==> config.mk <==
export PLATFORM = sky130hd
export DESIGN_NAME = soft_timer_bank_flat
export DESIGN_NICKNAME = d
export VERILOG_FILES = /design/src/sv/stb_pkg.sv /design/src/sv/stb_in_if.sv /design/src/sv/stb_out_if.sv /design/src/sv/stb_ctrl.sv /design/src/sv/stb_datapath.sv /design/src/sv/soft_timer_bank.sv /design/src/flat_wrapper.sv
export SDC_FILE = /design/constraint.sdc
export NUM_CORES = 2
export LEC_CHECK = 0
export ABC_AREA = 0
export BUFFER_PORTS_ARGS = -buffer_cell sky130_fd_sc_hd__buf_2
export CORE_MARGIN = 2
export CORE_UTILIZATION = 60
export DETAILED_ROUTE_END_ITERATION = 6
export PLACE_DENSITY = 0.77
export SLEW_MARGIN = 20
export SYNTH_ARGS = -nofsm -noshare
export SYNTH_HDL_FRONTEND = slang
export SYNTH_SLANG_ARGS = --single-unit
==> constraint.sdc <==
create_clock -name clk -period 10.45 [get_ports clk]
set_input_delay 2.09 -clock clk [delete_from_list [all_inputs] [get_ports clk]]
set_output_delay 2.09 -clock clk [all_outputs]
set_load 0.02 [all_outputs]
==> src/sv/stb_pkg.sv <==
// Shared types, codes and constants of the software timer bank.
`timescale 1ns / 1ps
package stb_pkg;

  localparam int TIMER_COUNT = 8;
  localparam int IDX_W       = (TIMER_COUNT > 1) ? $clog2(TIMER_COUNT) : 1;

  localparam int US_PER_MS   = 1000;
  // floor(2^41 / 1000): the quotient estimate is at most one below the truth
  localparam logic [31:0] RECIP_MS = 32'd2199023255;
  localparam int RECIP_SHIFT = 41;
  localparam int QUOT_W      = 64 - RECIP_SHIFT;

  localparam logic [1:0] MODE_ONESHOT = 2'd0;
  localparam logic [1:0] MODE_CYCLIC  = 2'd1;

  localparam logic KIND_REPLY  = 1'b0;
  localparam logic KIND_EXPIRY = 1'b1;

  typedef enum logic [1:0] {
    CMD_START  = 2'd0,
    CMD_STOP   = 2'd1,
    CMD_GET    = 2'd2,
    CMD_UPDATE = 2'd3
  } cmd_code_t;

  typedef enum logic [1:0] {
    TS_STOPPED = 2'd0,
    TS_RUNNING = 2'd1,
    TS_TIMEOUT = 2'd2,
    TS_NONE    = 2'd3
  } tstate_t;

  typedef enum logic [3:0] {
    ST_IDLE,
    ST_DECODE,
    ST_ASUM,
    ST_AMUL,
    ST_AREM,
    ST_AFIX,
    ST_REPLY,
    ST_WRD,
    ST_WEVAL,
    ST_WCMP,
    ST_WNEXT,
    ST_WEND
  } ctrl_state_t;

  typedef struct packed {
    logic        cyclic;
    logic [30:0] period;
    logic [31:0] due_ms;
    logic [9:0]  due_us;
  } timer_entry_t;

  // Commands from the controller to the datapath
  typedef struct packed {
    logic    latch;
    logic    ok_ld;
    logic    mem_rd;
    logic    sum_ld;
    logic    mul_ld;
    logic    rem_ld;
    logic    arm_wr;
    logic    diff_ld;
    logic    rs_wr;
    tstate_t rs_val;
    logic    reply_ld;
    logic    pend_push;
    logic    push_last;
    logic    pend_set;
    logic    pend_clr;
    logic    idx_clr;
    logic    idx_inc;
  } ctrl_cmd_t;

  // Status from the datapath to the controller
  typedef struct packed {
    cmd_code_t cmd;
    logic      start_ok;
    tstate_t   rs_cur;
    logic      cyc_rd;
    logic      expire;
    logic      idx_last;
    logic      pend_valid;
    logic      out_free;
  } ctrl_sts_t;

endpackage

==> src/sv/stb_in_if.sv <==
// Input channel of the timer bank: command transactions.
`timescale 1ns / 1ps
interface stb_in_if;
  logic        valid;
  logic        ready;
  logic [1:0]  command;
  logic [7:0]  timer_id;
  logic [1:0]  mode;
  logic [30:0] period_us;
  logic [31:0] now_ms;
  logic [9:0]  now_us;

  modport source (output valid, output command, output timer_id, output mode,
                  output period_us, output now_ms, output now_us, input ready);
  modport sink (input valid, input command, input timer_id, input mode,
                input period_us, input now_ms, input now_us, output ready);
endinterface

==> src/sv/stb_out_if.sv <==
// Result channel of the timer bank: replies and expiry events.
`timescale 1ns / 1ps
interface stb_out_if;
  logic       valid;
  logic       ready;
  logic       kind;
  logic       ok;
  logic [1:0] timer_state;
  logic [5:0] expired_id;
  logic       last;

  modport source (output valid, output kind, output ok, output timer_state,
                  output expired_id, output last, input ready);
  modport sink (input valid, input kind, input ok, input timer_state,
                input expired_id, input last, output ready);
endinterface

==> src/sv/stb_ctrl.sv <==
// Sequencing state machine of the timer bank.
`timescale 1ns / 1ps
module stb_ctrl (
  input  logic              clk,
  input  logic              rst_n,
  input  logic              in_valid,
  output logic              in_ready,
  output stb_pkg::ctrl_cmd_t cmd,
  input  stb_pkg::ctrl_sts_t sts
);
  import stb_pkg::*;

  ctrl_state_t state_r, state_nxt;

  // State register
  always_ff @(posedge clk) begin
    if (!rst_n) begin
      state_r <= ST_IDLE;
    end else begin
      state_r <= state_nxt;
    end
  end

  // Next state and datapath commands
  always_comb begin
    state_nxt = state_r;
    cmd       = '0;
    cmd.rs_val = TS_STOPPED;
    in_ready  = 1'b0;
    case (state_r)
      ST_IDLE: begin
        in_ready = 1'b1;
        if (in_valid) begin
          cmd.latch   = 1'b1;
          cmd.idx_clr = 1'b1;
          state_nxt   = ST_DECODE;
        end
      end
      ST_DECODE: begin
        case (sts.cmd)
          CMD_START: begin
            cmd.ok_ld = 1'b1;
            state_nxt = sts.start_ok ? ST_ASUM : ST_REPLY;
          end
          CMD_UPDATE: state_nxt = ST_WRD;
          default:    state_nxt = ST_REPLY;
        endcase
      end
      // Arm: now plus period, split into ms and us
      ST_ASUM: begin
        cmd.sum_ld = 1'b1;
        state_nxt  = ST_AMUL;
      end
      ST_AMUL: begin
        cmd.mul_ld = 1'b1;
        state_nxt  = ST_AREM;
      end
      ST_AREM: begin
        cmd.rem_ld = 1'b1;
        state_nxt  = ST_AFIX;
      end
      ST_AFIX: begin
        cmd.arm_wr = 1'b1;
        state_nxt  = (sts.cmd == CMD_START) ? ST_REPLY : ST_WNEXT;
      end
      ST_REPLY: begin
        if (sts.out_free) begin
          cmd.reply_ld = 1'b1;
          if (sts.cmd == CMD_STOP) begin
            cmd.rs_wr  = 1'b1;
            cmd.rs_val = TS_STOPPED;
          end
          state_nxt = ST_IDLE;
        end
      end
      // Update walk, one timer at a time
      ST_WRD: begin
        cmd.mem_rd = 1'b1;
        state_nxt  = ST_WEVAL;
      end
      ST_WEVAL: begin
        case (sts.rs_cur)
          TS_RUNNING: begin
            cmd.diff_ld = 1'b1;
            state_nxt   = ST_WCMP;
          end
          TS_TIMEOUT: begin
            if (sts.cyc_rd) begin
              state_nxt = ST_ASUM;
            end else begin
              cmd.rs_wr  = 1'b1;
              cmd.rs_val = TS_STOPPED;
              state_nxt  = ST_WNEXT;
            end
          end
          default: state_nxt = ST_WNEXT;
        endcase
      end
      ST_WCMP: begin
        if (!sts.expire) begin
          state_nxt = ST_WNEXT;
        end else if (!sts.pend_valid || sts.out_free) begin
          // hand the held expiry on, hold the new one back
          cmd.pend_push = sts.pend_valid;
          cmd.rs_wr     = 1'b1;
          cmd.rs_val    = TS_TIMEOUT;
          cmd.pend_set  = 1'b1;
          state_nxt     = ST_WNEXT;
        end
      end
      ST_WNEXT: begin
        if (sts.idx_last) begin
          state_nxt = ST_WEND;
        end else begin
          cmd.idx_inc = 1'b1;
          state_nxt   = ST_WRD;
        end
      end
      ST_WEND: begin
        if (!sts.pend_valid) begin
          state_nxt = ST_IDLE;
        end else if (sts.out_free) begin
          cmd.pend_push = 1'b1;
          cmd.push_last = 1'b1;
          cmd.pend_clr  = 1'b1;
          state_nxt     = ST_IDLE;
        end
      end
      default: state_nxt = ST_IDLE;
    endcase
  end

endmodule

==> src/sv/stb_datapath.sv <==
// Timer store, time arithmetic and result register of the timer bank.
`timescale 1ns / 1ps
module stb_datapath (
  input  logic               clk,
  input  logic               rst_n,
  input  logic [1:0]         in_command,
  input  logic [7:0]         in_timer_id,
  input  logic [1:0]         in_mode,
  input  logic [30:0]        in_period_us,
  input  logic [31:0]        in_now_ms,
  input  logic [9:0]         in_now_us,
  input  logic               out_ready,
  output logic               out_valid,
  output logic               out_kind,
  output logic               out_ok,
  output logic [1:0]         out_timer_state,
  output logic [5:0]         out_expired_id,
  output logic               out_last,
  input  stb_pkg::ctrl_cmd_t cmd,
  output stb_pkg::ctrl_sts_t sts
);
  import stb_pkg::*;

  // Latched transaction
  cmd_code_t   cmd_r;
  logic [7:0]  id_r;
  logic [1:0]  mode_r;
  logic [30:0] per_r;
  logic [31:0] now_ms_r;
  logic [9:0]  now_us_r;

  tstate_t      rs_r [TIMER_COUNT];
  timer_entry_t mem [TIMER_COUNT];
  timer_entry_t rd_r;

  logic [IDX_W-1:0]  idx_r;
  logic [IDX_W-1:0]  addr;
  logic              good;
  logic              addr_good;
  logic              is_start;
  tstate_t           rs_cur;

  logic [31:0]       sum_r;
  logic [63:0]       prod_r;
  logic [QUOT_W-1:0] q_r;
  logic [10:0]       rem_r;
  logic [QUOT_W-1:0] q_fix;
  logic [10:0]       rem_fix;
  logic [31:0]       rem_raw;
  logic [31:0]       diff_r;
  logic [31:0]       diff_full;
  timer_entry_t      entry_wr;
  logic              ok_r;

  logic              pend_valid_r;
  logic [IDX_W-1:0]  pend_id_r;

  logic              out_valid_r;
  logic              out_kind_r;
  logic              out_ok_r;
  logic [1:0]        out_state_r;
  logic [5:0]        out_id_r;
  logic              out_last_r;
  logic              out_free;
  logic              reply_ok;
  tstate_t           reply_state;

  // Capture the accepted transaction
  always_ff @(posedge clk) begin
    if (cmd.latch) begin
      cmd_r    <= cmd_code_t'(in_command);
      id_r     <= in_timer_id;
      mode_r   <= in_mode;
      per_r    <= in_period_us;
      now_ms_r <= in_now_ms;
      now_us_r <= in_now_us;
    end
  end

  // Address: walk index during update, timer id otherwise
  assign good      = (id_r < 8'(TIMER_COUNT));
  assign is_start  = (cmd_r == CMD_START);
  assign addr      = (cmd_r == CMD_UPDATE) ? idx_r :
                     (good ? id_r[IDX_W-1:0] : '0);
  assign addr_good = (cmd_r == CMD_UPDATE) || good;
  assign rs_cur    = rs_r[addr];

  // Walk index
  always_ff @(posedge clk) begin
    if (cmd.idx_clr) begin
      idx_r <= '0;
    end else if (cmd.idx_inc) begin
      idx_r <= idx_r + 1'b1;
    end
  end

  // Run state per timer, cleared by reset
  always_ff @(posedge clk) begin
    if (!rst_n) begin
      for (int i = 0; i < TIMER_COUNT; i++) begin
        rs_r[i] <= TS_STOPPED;
      end
    end else if (cmd.arm_wr && addr_good) begin
      rs_r[addr] <= TS_RUNNING;
    end else if (cmd.rs_wr && addr_good) begin
      rs_r[addr] <= cmd.rs_val;
    end
  end

  // Start check result, kept for the reply
  always_ff @(posedge clk) begin
    if (cmd.ok_ld) begin
      ok_r <= sts.start_ok;
    end
  end

  // Arm stage 1: microsecond sum
  always_ff @(posedge clk) begin
    if (cmd.sum_ld) begin
      sum_r <= 32'(now_us_r) + 32'(is_start ? per_r : rd_r.period);
    end
  end

  // Arm stage 2: multiply by the reciprocal of 1000
  always_ff @(posedge clk) begin
    if (cmd.mul_ld) begin
      prod_r <= 64'(sum_r) * 64'(RECIP_MS);
    end
  end

  // Arm stage 3: quotient estimate and remainder below 2000
  assign rem_raw = sum_r - 32'(prod_r[63:RECIP_SHIFT]) * 32'(US_PER_MS);

  always_ff @(posedge clk) begin
    if (cmd.rem_ld) begin
      q_r   <= prod_r[63:RECIP_SHIFT];
      rem_r <= rem_raw[10:0];
    end
  end

  // Arm stage 4: one correction step, then write the entry
  always_comb begin
    if (rem_r >= 11'(US_PER_MS)) begin
      q_fix   = q_r + 1'b1;
      rem_fix = rem_r - 11'(US_PER_MS);
    end else begin
      q_fix   = q_r;
      rem_fix = rem_r;
    end
    entry_wr.cyclic = is_start ? (mode_r == MODE_CYCLIC) : rd_r.cyclic;
    entry_wr.period = is_start ? per_r : rd_r.period;
    entry_wr.due_ms = now_ms_r + 32'(q_fix);
    entry_wr.due_us = rem_fix[9:0];
  end

  // Timer store
  always_ff @(posedge clk) begin
    if (cmd.arm_wr && addr_good) begin
      mem[addr] <= entry_wr;
    end
    if (cmd.mem_rd) begin
      rd_r <= mem[addr];
    end
  end

  // Due check: scaled millisecond difference, then microsecond terms
  always_ff @(posedge clk) begin
    if (cmd.diff_ld) begin
      diff_r <= (now_ms_r - rd_r.due_ms) * 32'(US_PER_MS);
    end
  end

  assign diff_full = diff_r + 32'(now_us_r) - 32'(rd_r.due_us);

  // Held expiry, so that the final one can carry last
  always_ff @(posedge clk) begin
    if (!rst_n) begin
      pend_valid_r <= 1'b0;
    end else if (cmd.pend_set) begin
      pend_valid_r <= 1'b1;
    end else if (cmd.pend_clr) begin
      pend_valid_r <= 1'b0;
    end
  end

  always_ff @(posedge clk) begin
    if (cmd.pend_set) begin
      pend_id_r <= idx_r;
    end
  end

  // Reply fields
  always_comb begin
    case (cmd_r)
      CMD_START: reply_ok = ok_r;
      CMD_STOP:  reply_ok = good;
      default:   reply_ok = 1'b0;
    endcase
    if (!good) begin
      reply_state = TS_NONE;
    end else if (cmd_r == CMD_STOP) begin
      reply_state = TS_STOPPED;
    end else begin
      reply_state = rs_cur;
    end
  end

  // Result register
  assign out_free = !out_valid_r || out_ready;

  always_ff @(posedge clk) begin
    if (!rst_n) begin
      out_valid_r <= 1'b0;
    end else if (cmd.reply_ld || cmd.pend_push) begin
      out_valid_r <= 1'b1;
    end else if (out_ready) begin
      out_valid_r <= 1'b0;
    end
  end

  always_ff @(posedge clk) begin
    if (cmd.reply_ld) begin
      out_kind_r  <= KIND_REPLY;
      out_ok_r    <= reply_ok;
      out_state_r <= reply_state;
      out_id_r    <= '0;
      out_last_r  <= 1'b1;
    end else if (cmd.pend_push) begin
      out_kind_r  <= KIND_EXPIRY;
      out_ok_r    <= 1'b0;
      out_state_r <= TS_TIMEOUT;
      out_id_r    <= 6'(pend_id_r);
      out_last_r  <= cmd.push_last;
    end
  end

  assign out_valid       = out_valid_r;
  assign out_kind        = out_kind_r;
  assign out_ok          = out_ok_r;
  assign out_timer_state = out_state_r;
  assign out_expired_id  = out_id_r;
  assign out_last        = out_last_r;

  // Status to the controller
  assign sts.cmd        = cmd_r;
  assign sts.start_ok   = good && (mode_r == MODE_ONESHOT || mode_r == MODE_CYCLIC) &&
                          (rs_cur == TS_STOPPED);
  assign sts.rs_cur     = rs_cur;
  assign sts.cyc_rd     = rd_r.cyclic;
  assign sts.expire     = !diff_full[31];
  assign sts.idx_last   = (idx_r == IDX_W'(TIMER_COUNT - 1));
  assign sts.pend_valid = pend_valid_r;
  assign sts.out_free   = out_free;

`ifndef SYNTHESIS
  a_load_free: assert property (@(posedge clk) disable iff (!rst_n)
    (cmd.reply_ld || cmd.pend_push) |-> out_free)
    else $error("result loaded while the result register is held");

  a_load_one: assert property (@(posedge clk) disable iff (!rst_n)
    !(cmd.reply_ld && cmd.pend_push))
    else $error("reply and expiry loaded together");

  a_arm_good: assert property (@(posedge clk) disable iff (!rst_n)
    cmd.arm_wr |-> addr_good)
    else $error("timer armed at a bad id");

  a_rem_range: assert property (@(posedge clk) disable iff (!rst_n)
    cmd.rem_ld |=> (rem_r < 11'd2000))
    else $error("quotient estimate off by more than one");

  a_push_held: assert property (@(posedge clk) disable iff (!rst_n)
    cmd.pend_push |-> pend_valid_r)
    else $error("expiry pushed with nothing held");
`endif

endmodule

==> src/sv/soft_timer_bank.sv <==
// Top level of the software timer bank: controller plus datapath.
// Update walks the timers in order, one at a time; a cyclic re-arm reuses the shared arm
// pipeline, and the timer store is read and written through one address.
// One transaction is worked at a time; the next is taken once the previous is done.
// Reset (synchronous, active low) stops every timer at once; no clearing pass.
`timescale 1ns / 1ps
module soft_timer_bank (
  input  logic     clk,
  input  logic     rst_n,
  stb_in_if.sink   in_ch,
  stb_out_if.source out_ch
);
  import stb_pkg::*;

  ctrl_cmd_t cmd;
  ctrl_sts_t sts;
  logic      in_ready;

  // Sequencer
  stb_ctrl u_ctrl (
    .clk      (clk),
    .rst_n    (rst_n),
    .in_valid (in_ch.valid),
    .in_ready (in_ready),
    .cmd      (cmd),
    .sts      (sts)
  );

  // Store, arithmetic and result register
  stb_datapath u_datapath (
    .clk             (clk),
    .rst_n           (rst_n),
    .in_command      (in_ch.command),
    .in_timer_id     (in_ch.timer_id),
    .in_mode         (in_ch.mode),
    .in_period_us    (in_ch.period_us),
    .in_now_ms       (in_ch.now_ms),
    .in_now_us       (in_ch.now_us),
    .out_ready       (out_ch.ready),
    .out_valid       (out_ch.valid),
    .out_kind        (out_ch.kind),
    .out_ok          (out_ch.ok),
    .out_timer_state (out_ch.timer_state),
    .out_expired_id  (out_ch.expired_id),
    .out_last        (out_ch.last),
    .cmd             (cmd),
    .sts             (sts)
  );

  assign in_ch.ready = in_ready;

endmodule
==> src/flat_wrapper.sv <==
// flat-port wrapper written by rule: the top's interface ports become plain ports
module soft_timer_bank_flat import stb_pkg::*;
  (clk, rst_n, in_ch_valid, in_ch_command, in_ch_timer_id, in_ch_mode, in_ch_period_us, in_ch_now_ms, in_ch_now_us, in_ch_ready, out_ch_valid, out_ch_kind, out_ch_ok, out_ch_timer_state, out_ch_expired_id, out_ch_last, out_ch_ready);
  stb_in_if in_ch_i ();
  stb_out_if out_ch_i ();
  input  logic clk;
  input  logic rst_n;
  input wire logic [$bits(in_ch_i.valid)-1:0] in_ch_valid;
  input wire logic [$bits(in_ch_i.command)-1:0] in_ch_command;
  input wire logic [$bits(in_ch_i.timer_id)-1:0] in_ch_timer_id;
  input wire logic [$bits(in_ch_i.mode)-1:0] in_ch_mode;
  input wire logic [$bits(in_ch_i.period_us)-1:0] in_ch_period_us;
  input wire logic [$bits(in_ch_i.now_ms)-1:0] in_ch_now_ms;
  input wire logic [$bits(in_ch_i.now_us)-1:0] in_ch_now_us;
  output wire logic [$bits(in_ch_i.ready)-1:0] in_ch_ready;
  output wire logic [$bits(out_ch_i.valid)-1:0] out_ch_valid;
  output wire logic [$bits(out_ch_i.kind)-1:0] out_ch_kind;
  output wire logic [$bits(out_ch_i.ok)-1:0] out_ch_ok;
  output wire logic [$bits(out_ch_i.timer_state)-1:0] out_ch_timer_state;
  output wire logic [$bits(out_ch_i.expired_id)-1:0] out_ch_expired_id;
  output wire logic [$bits(out_ch_i.last)-1:0] out_ch_last;
  input wire logic [$bits(out_ch_i.ready)-1:0] out_ch_ready;
  assign in_ch_i.valid = in_ch_valid;
  assign in_ch_i.command = in_ch_command;
  assign in_ch_i.timer_id = in_ch_timer_id;
  assign in_ch_i.mode = in_ch_mode;
  assign in_ch_i.period_us = in_ch_period_us;
  assign in_ch_i.now_ms = in_ch_now_ms;
  assign in_ch_i.now_us = in_ch_now_us;
  assign in_ch_ready = in_ch_i.ready;
  assign out_ch_valid = out_ch_i.valid;
  assign out_ch_kind = out_ch_i.kind;
  assign out_ch_ok = out_ch_i.ok;
  assign out_ch_timer_state = out_ch_i.timer_state;
  assign out_ch_expired_id = out_ch_i.expired_id;
  assign out_ch_last = out_ch_i.last;
  assign out_ch_i.ready = out_ch_ready;
  soft_timer_bank u_core (.clk(clk), .rst_n(rst_n), .in_ch(in_ch_i), .out_ch(out_ch_i));
endmodule
### Word-level counts from Yosys, hierarchy flattened

Memories as Yosys holds them, arrays and structs flattened. A register that Yosys moved wholly into a read port is not among the register bits.
Cells that the tools add are included.

* memory bits (writable): 608
* output and inout port bits: 13
* ROM bits: 0
* flip-flop bits (word level): 265
* memories: 2
* input bits: 89
* latch bits: 0
* word-level logic and storage cells: 155

* reductions and logical operators: 20
* shifts and indexed selects: 0
* mux-type cells: 77
* bitwise gates (word level): 1
* divide/modulo/power cells: 0
* add/subtract/negate cells: 9
* $lt $le $gt $ge: 2
* equality and inequality tests: 19
* $mul: 3

Memory list
* u_core.u_datapath.mem: depth 8, bits a word 74, rd ports 1, clocked after memory_dff 1, write ports 1, RTL line stb_datapath.sv:33 `timer_entry_t mem [TIMER_COUNT];`
* u_core.u_datapath.rs_r: depth 8, bits a word 2, rd ports 1, clocked after memory_dff 0, write ports 8, RTL line stb_datapath.sv:32 `tstate_t rs_r [TIMER_COUNT];`

Operators by type and width (number)
* 32-bit by 32-bit multiplier with 64-bit output (second input constant): 1
* 31-bit two-way mux: 2
* 4-bit one-hot mux with 12 select lines: 1
* 1-bit two-way mux: 41
* 4-bit two-way mux: 9
* 10-bit by 31-bit adder with 32-bit output: 1
* 32-bit by 10-bit adder with 32-bit output: 1
* 32-bit by 23-bit adder with 32-bit output: 1
* 32-bit by 7-bit multiplier with 29-bit output (second input constant): 1
* 32-bit by 10-bit subtractor with 32-bit output: 1
* 32-bit subtractor: 1
* 3-bit two-way mux: 9
* 23-bit by 1-bit adder with 23-bit output (second input constant): 1
* 23-bit by 7-bit multiplier with 8-bit output (second input constant): 1
* 23-bit two-way mux: 1
* 4-bit by 3-bit equality test with 1-bit output (second input constant): 4
* 4-bit equality test (second input constant): 4
* 2-bit two-way mux: 8
* 11-bit by 10-bit greater-or-equal comparator with 1-bit output (second input constant): 1
* 11-bit subtractor: 1
* 10-bit two-way mux: 1
* 10-bit subtractor (second input constant): 1
* 3-bit one-hot mux with 3 select lines: 1
* 4-bit by 2-bit equality test with 1-bit output (second input constant): 2
* other kinds (20): 36

### Longest topological paths before layout

An unclocked memory read counts as a cell.

* depth in word-level cells: 15
* mapped depth: 28
* gate-level depth less buffers: 28

### By module

From an unflattened synthesis, not the netlist that was laid out.

* cell total of the unflattened synthesis: 4238
* area total of the unflattened synthesis: 56060.0 um2

Modules (own cells, without submodules)
* stb_datapath: cells each 4146, area each 55415.6 um2, sequential area each 26085.0 um2, times used 1
* stb_ctrl: cells each 92, area each 644.4 um2, sequential area each 80.1 um2, times used 1

### Worst setup path after synthesis

No wires, ideal clock.

* path kind: register to register
* start point: register u_core.u_datapath.id_r[6]
* end point: memory u_core.u_datapath.mem[7][0] (netlist bit) (enable)
* required time: 9.862 ns
* period minus slack after synthesis: 7.674 ns
* stages on the path, launching flop included: 9
* setup time: 0.588 ns
* path buffers: 2
* arrival: 7.086 ns
* path slack: 2.776 ns
* cell sequence: edfxtp_1 -> or4_1 -> nor2_1 -> nor2_1 -> nor2_1 -> clkbuf_1 -> buf_2 -> nand2_1 -> nor3_1

* cells in the longest elaborated chain, start to end: 5
* elaborated cells on any way between the ends: 7
* classes of those cells: 1 x order compare; 4 x mux; 2 x reduce/logical

RTL lines
* from (decl): RTL line stb_datapath.sv:26 `logic [7:0] id_r;`
* from (signal assigned): RTL line stb_datapath.sv:72 `id_r <= in_timer_id;`
* 8-bit by 4-bit < comparator with 1-bit output *: RTL line stb_datapath.sv:81 `assign good = (id_r < 8'(TIMER_COUNT));`
* 1-bit logical OR: RTL line stb_datapath.sv:85 `assign addr_good = (cmd_r == CMD_UPDATE) || good;`
* 1-bit logical AND: RTL line stb_datapath.sv:158 `if (cmd.arm_wr && addr_good) begin`
* 1-bit two-way mux: RTL line stb_datapath.sv:158
* 1-bit two-way mux (not written as such): RTL line stb_datapath.sv:159 `mem[addr] <= entry_wr;`
* to (decl): RTL line stb_datapath.sv:33

Mark *: on every way between the ends. The rest lies on a longest branch, timed or not.

### Worst setup path after layout

* start point: register u_core.u_datapath.sum_r[10]
* end point: register u_core.u_datapath.prod_r[62] (data pin)

* cells in the longest elaborated chain, start to end: 1

RTL lines
* from (decl): RTL line stb_datapath.sv:43 `logic [31:0] sum_r;`
* from (signal assigned): RTL line stb_datapath.sv:120 `sum_r <= 32'(now_us_r) + 32'(is_start ? per_r : rd_r.period);`
* 32-bit by 32-bit multiplier with 64-bit output: RTL line stb_datapath.sv:127 `prod_r <= 64'(sum_r) * 64'(RECIP_MS);`
* to (signal assigned): RTL line stb_datapath.sv:127
* to (decl): RTL line stb_datapath.sv:44 `logic [63:0] prod_r;`

Every way passes these cells.
A chain may end at the register's enable or synchronous reset.

==> metrics.csv <==
stage;metric;value;unit
setup_path;CP most frequent cell;fa_1;
global_routing;Total Routing Usage GR;0.286;
floorplan;die height;312;um
timing;relative slew slack;0.214;
clocking;TritonCTS clock tree;built;
final_layout;multi-input combinational cell area;27200;um2
setup_path;required time of the critical path;10.85;ns
drt;Detail Route Antenna Nets;0;
drt;DR WL/cell;22.2;um
global_routing;first-pass GRT wire length;212;mm
global_routing;initial antenna violation count;1;
timing;Slew Viols, Final;0;
final_layout;Area Growth Syn to Fin;8.73;%
synth;Syn Area/Cell;12.1;um2
timing;Peak Freq;118;MHz
global_routing;largest net degree at the start of global routing;138;
global_routing;vias in the first global route;37310;
setup_path;Worst Path Class, Setup;reg -> reg;
clocking;H-Tree Depth;3;
synth;ys flop type;edfxtp_1;
setup_path;Startpoint Class;flop;
status;outcome;completed;
synth;Post-Synth Adder-Cell Area;0.290;
drt;Post-route DRC;0;
setup_path;critical path's top delay family;adder cells;
worst_hold_path;Hold Startpoint;u_core.u_datapath.prod_r[56]$_DFFE_PP_;
final_layout;register area;26200;um2
timing;Finish-stage setup viols;0;
timing;RSZ-0062 raised after global routing;false;
drt;DR vias;36119;
drt;final WL;137;mm
placement;DP HPWL;95.3;mm
placement;I/O Buffers;95;
clocking;Post-CTS Hold Fix Bufs;0;
setup_path;cell at the slowest stage of the critical path;o31ai_1;
floorplan;die area;97200;um2
placement;dpl ws;2.12;ns
timing;Clock Skew;0.0486;ns
synth;Yosys reg bits;876;
synth;mux share of post-synthesis cell area;0.00817;
synth;post-synthesis compound-gate area fraction;0.0893;
floorplan;# IOs;102;
setup_path;top fanout value on the critical path;12;
synth;xor-xnor portion of the synthesized cell area;0.0287;
synth;ys async rst share;0;
setup_path;CP max stage delay;1.03;ns
placement;routability congestion estimate;0.928;
setup_path;Worst Setup SP;u_core.u_datapath.sum_r[10]$_DFFE_PP_;
setup_path;Worst Path Buf+Inv;4;
drt;Pre-antenna DRT Iters;6;
final_layout;fraction of final layout cells sized beyond drive strength 1;0.0672;
drt;drt initial violations;3336;
synth;largest family of logic cells by synthesized area;adder cells;
floorplan;DIE WIDTH;312;um
synth;post-synthesis simple-gate area fraction;0.0596;
final_layout;# fillers;6865;
flow_run;Max Cap Violations;0;
timing;final hold viol count;0;
synth;synthesized area;56800;um2
timing;actual slew at the worst max-slew pin;1.17;ns
synth;register area share after synthesis;0.460;
clocking;clock sink count;876;
setup_path;critical path arrival;8.90;ns
clocking;clk root buf;clkbuf_16;
floorplan;Initial Util;0.607;
final_layout;Nets;5965;
timing;fin crit share;0.813;
clocking;Post-CTS Resized;0;
synth;Yosys cell types;80;
drt;Vias per Instance;5.87;
worst_hold_path;Hold Path Class;reg -> reg;
clocking;post-CTS setup buffers;0;
synth;yosys warns;0;
synth;Post-synth EDFFs;862;
timing;final worst setup slack;1.95;ns
setup_path;r2r setup slk;1.95;ns
clocking;clock latency on the worst-skew pair;0.68;ns
floorplan;Core Area;93600;um2
clocking;Clock Path Buffers;3;
setup_path;worst reg2reg path startpoint;u_core.u_datapath.sum_r[10]$_DFFE_PP_;
timing;Total Neg Setup Slack;0;ns
synth;Post-Syn Instances;4708;
floorplan;FP Rows;112;
setup_path;Setup crit end kind;flop;
timing;Final min period;8.50;ns
clocking;TritonCTS Buffers;81;
setup_path;Cell Chain, Critical Path;ha_1 -> fa_1 -> fa_1 -> inv_1 -> fa_1 -> inv_1 -> fa_1 -> fa_1 -> fa_1 -> inv_1 -> fa_1 -> inv_1 -> ha_1 -> nand2_1 -> nor2_1 -> o2111ai_1 -> nor3_1 -> a21oi_1 -> o31ai_1 -> a31oi_4 -> o21ai_2 -> a211oi_2 -> xnor2_1;
global_routing;gr ovfl total;0;
clocking;Reg clk slew, reported paths;0.07;ns
path summary, 6_finish.rpt:
kind / endpoint / depth (start not counted)
worst max-delay path: u_core.u_datapath.prod_r[62]$_DFFE_PP_ / 23
worst min-delay path: u_core.u_datapath.q_r[15]$_DFFE_PP_ / 0
worst max register to register: u_core.u_datapath.prod_r[62]$_DFFE_PP_ / 23
worst min register to register: u_core.u_datapath.q_r[15]$_DFFE_PP_ / 0
cell usage in the layout, fill, tap and decap left out, types with 46 or more instances in the layout:
cell       instances
buf_2             95
nand2_1          438
buf_4             46
a21o_1            65
inv_1            844
ha_1             584
xnor2_1          132
nor2_1           128
a22oi_1           71
edfxtp_1         862
a21oi_1          384
clkbuf_16         82
nand3_1           73
fa_1             457
o211ai_1          50
xor2_1            54
registers in the layout (all words and copies together), names as in the netlist, 23 cells and up:
name / count
u_core.u_datapath.diff_r: 29
u_core.u_datapath.prod_r: 23
u_core.u_datapath.per_r: 31
u_core.u_datapath.sum_r: 32
u_core.u_datapath.q_r: 23
u_core.u_datapath.rd_r: 70
u_core.u_datapath.mem: 568
u_core.u_datapath.now_ms_r: 29
cell usage after synthesis, types with 10 or more instances:
master      n  area share
xnor2_1   132       0.020
inv_2      10     0.00066
inv_1     844       0.056
nand2b_1   18      0.0020
fa_1      457        0.16
dfxtp_1    14      0.0049
edfxtp_1  862        0.46
a31oi_1    15      0.0017
xor2_1     54      0.0083
o211ai_1   50      0.0066
a21oi_1   387       0.034
nand4_1    18      0.0020
clkbuf_1   85      0.0056
a21o_1     65      0.0086
nor2_1    136      0.0090
a22oi_1    71      0.0094
o21ai_1    40      0.0035
and3_1     11      0.0012
o21bai_1   20      0.0026
a211oi_1   16      0.0021
nor2b_1    19      0.0021
nand3_1    73      0.0064
o21ai_0    34      0.0030
o21a_1     19      0.0025
mux2i_1    25      0.0044
a221oi_1   19      0.0029
ha_1      585        0.13
nor3_1     38      0.0033
mux2_2     18      0.0036
nand2_1   439       0.029
per-layer routing:
| metal | global-route usage | vias to the layer above | routed length (um) | share of wire |
|---|---|---|---|---|
| met3 | 0.0496 | 278 | 12400 | 0.091 |
| li1 | - | 16374 | - | - |
| met5 | 0 | - | 0 | 0 |
| met1 | 0.376 | 17837 | 52900 | 0.39 |
| met4 | 0.0932 | 0 | 4640 | 0.034 |
| met2 | 0.486 | 1630 | 66900 | 0.49 |
stage by stage:
step	cell area, um2	util	std cells	hold slack [ns]
2_1_floorplan	56800	-	4710	0.400
3_3_place_gp	59000	0.630	6004	0.403
3_5_place_dp	59000	0.630	6004	0.405
4_1_cts	61800	0.660	6152	0.412
5_1_grt	61800	0.660	6153	0.415
6_report	61800	0.660	6154	0.404
final cells by class:
| class | instances | area share |
|---|---|---|
| timing repair buffer | 144 | 0.0143 |
| clock buffer | 95 | 0.0340 |
| inverter | 854 | 0.0519 |
| sequential | 876 | 0.424 |
| antenna | 1 | 0.0000405 |
| tap | 1254 | 0.0254 |
| clock inverter | 53 | 0.0105 |
| multi-input combinational | 2877 | 0.440 |
cell families (layout without fill, tap and decap cells):
logic type | after synthesis | count (layout)
buffers and inverters | 957 | 1146
adders and majority gates | 1043 | 1043
DFF | 876 | 876
and+or+nand+nor | 789 | 789
AOI/OAI and AO/OA | 812 | 812
muxes | 44 | 44
other | 1 | 4
xor gates and xnor gates | 186 | 186
Power is not shown: default switching activity piles up to over one toggle a cycle in this logic, so the estimate is an artifact.
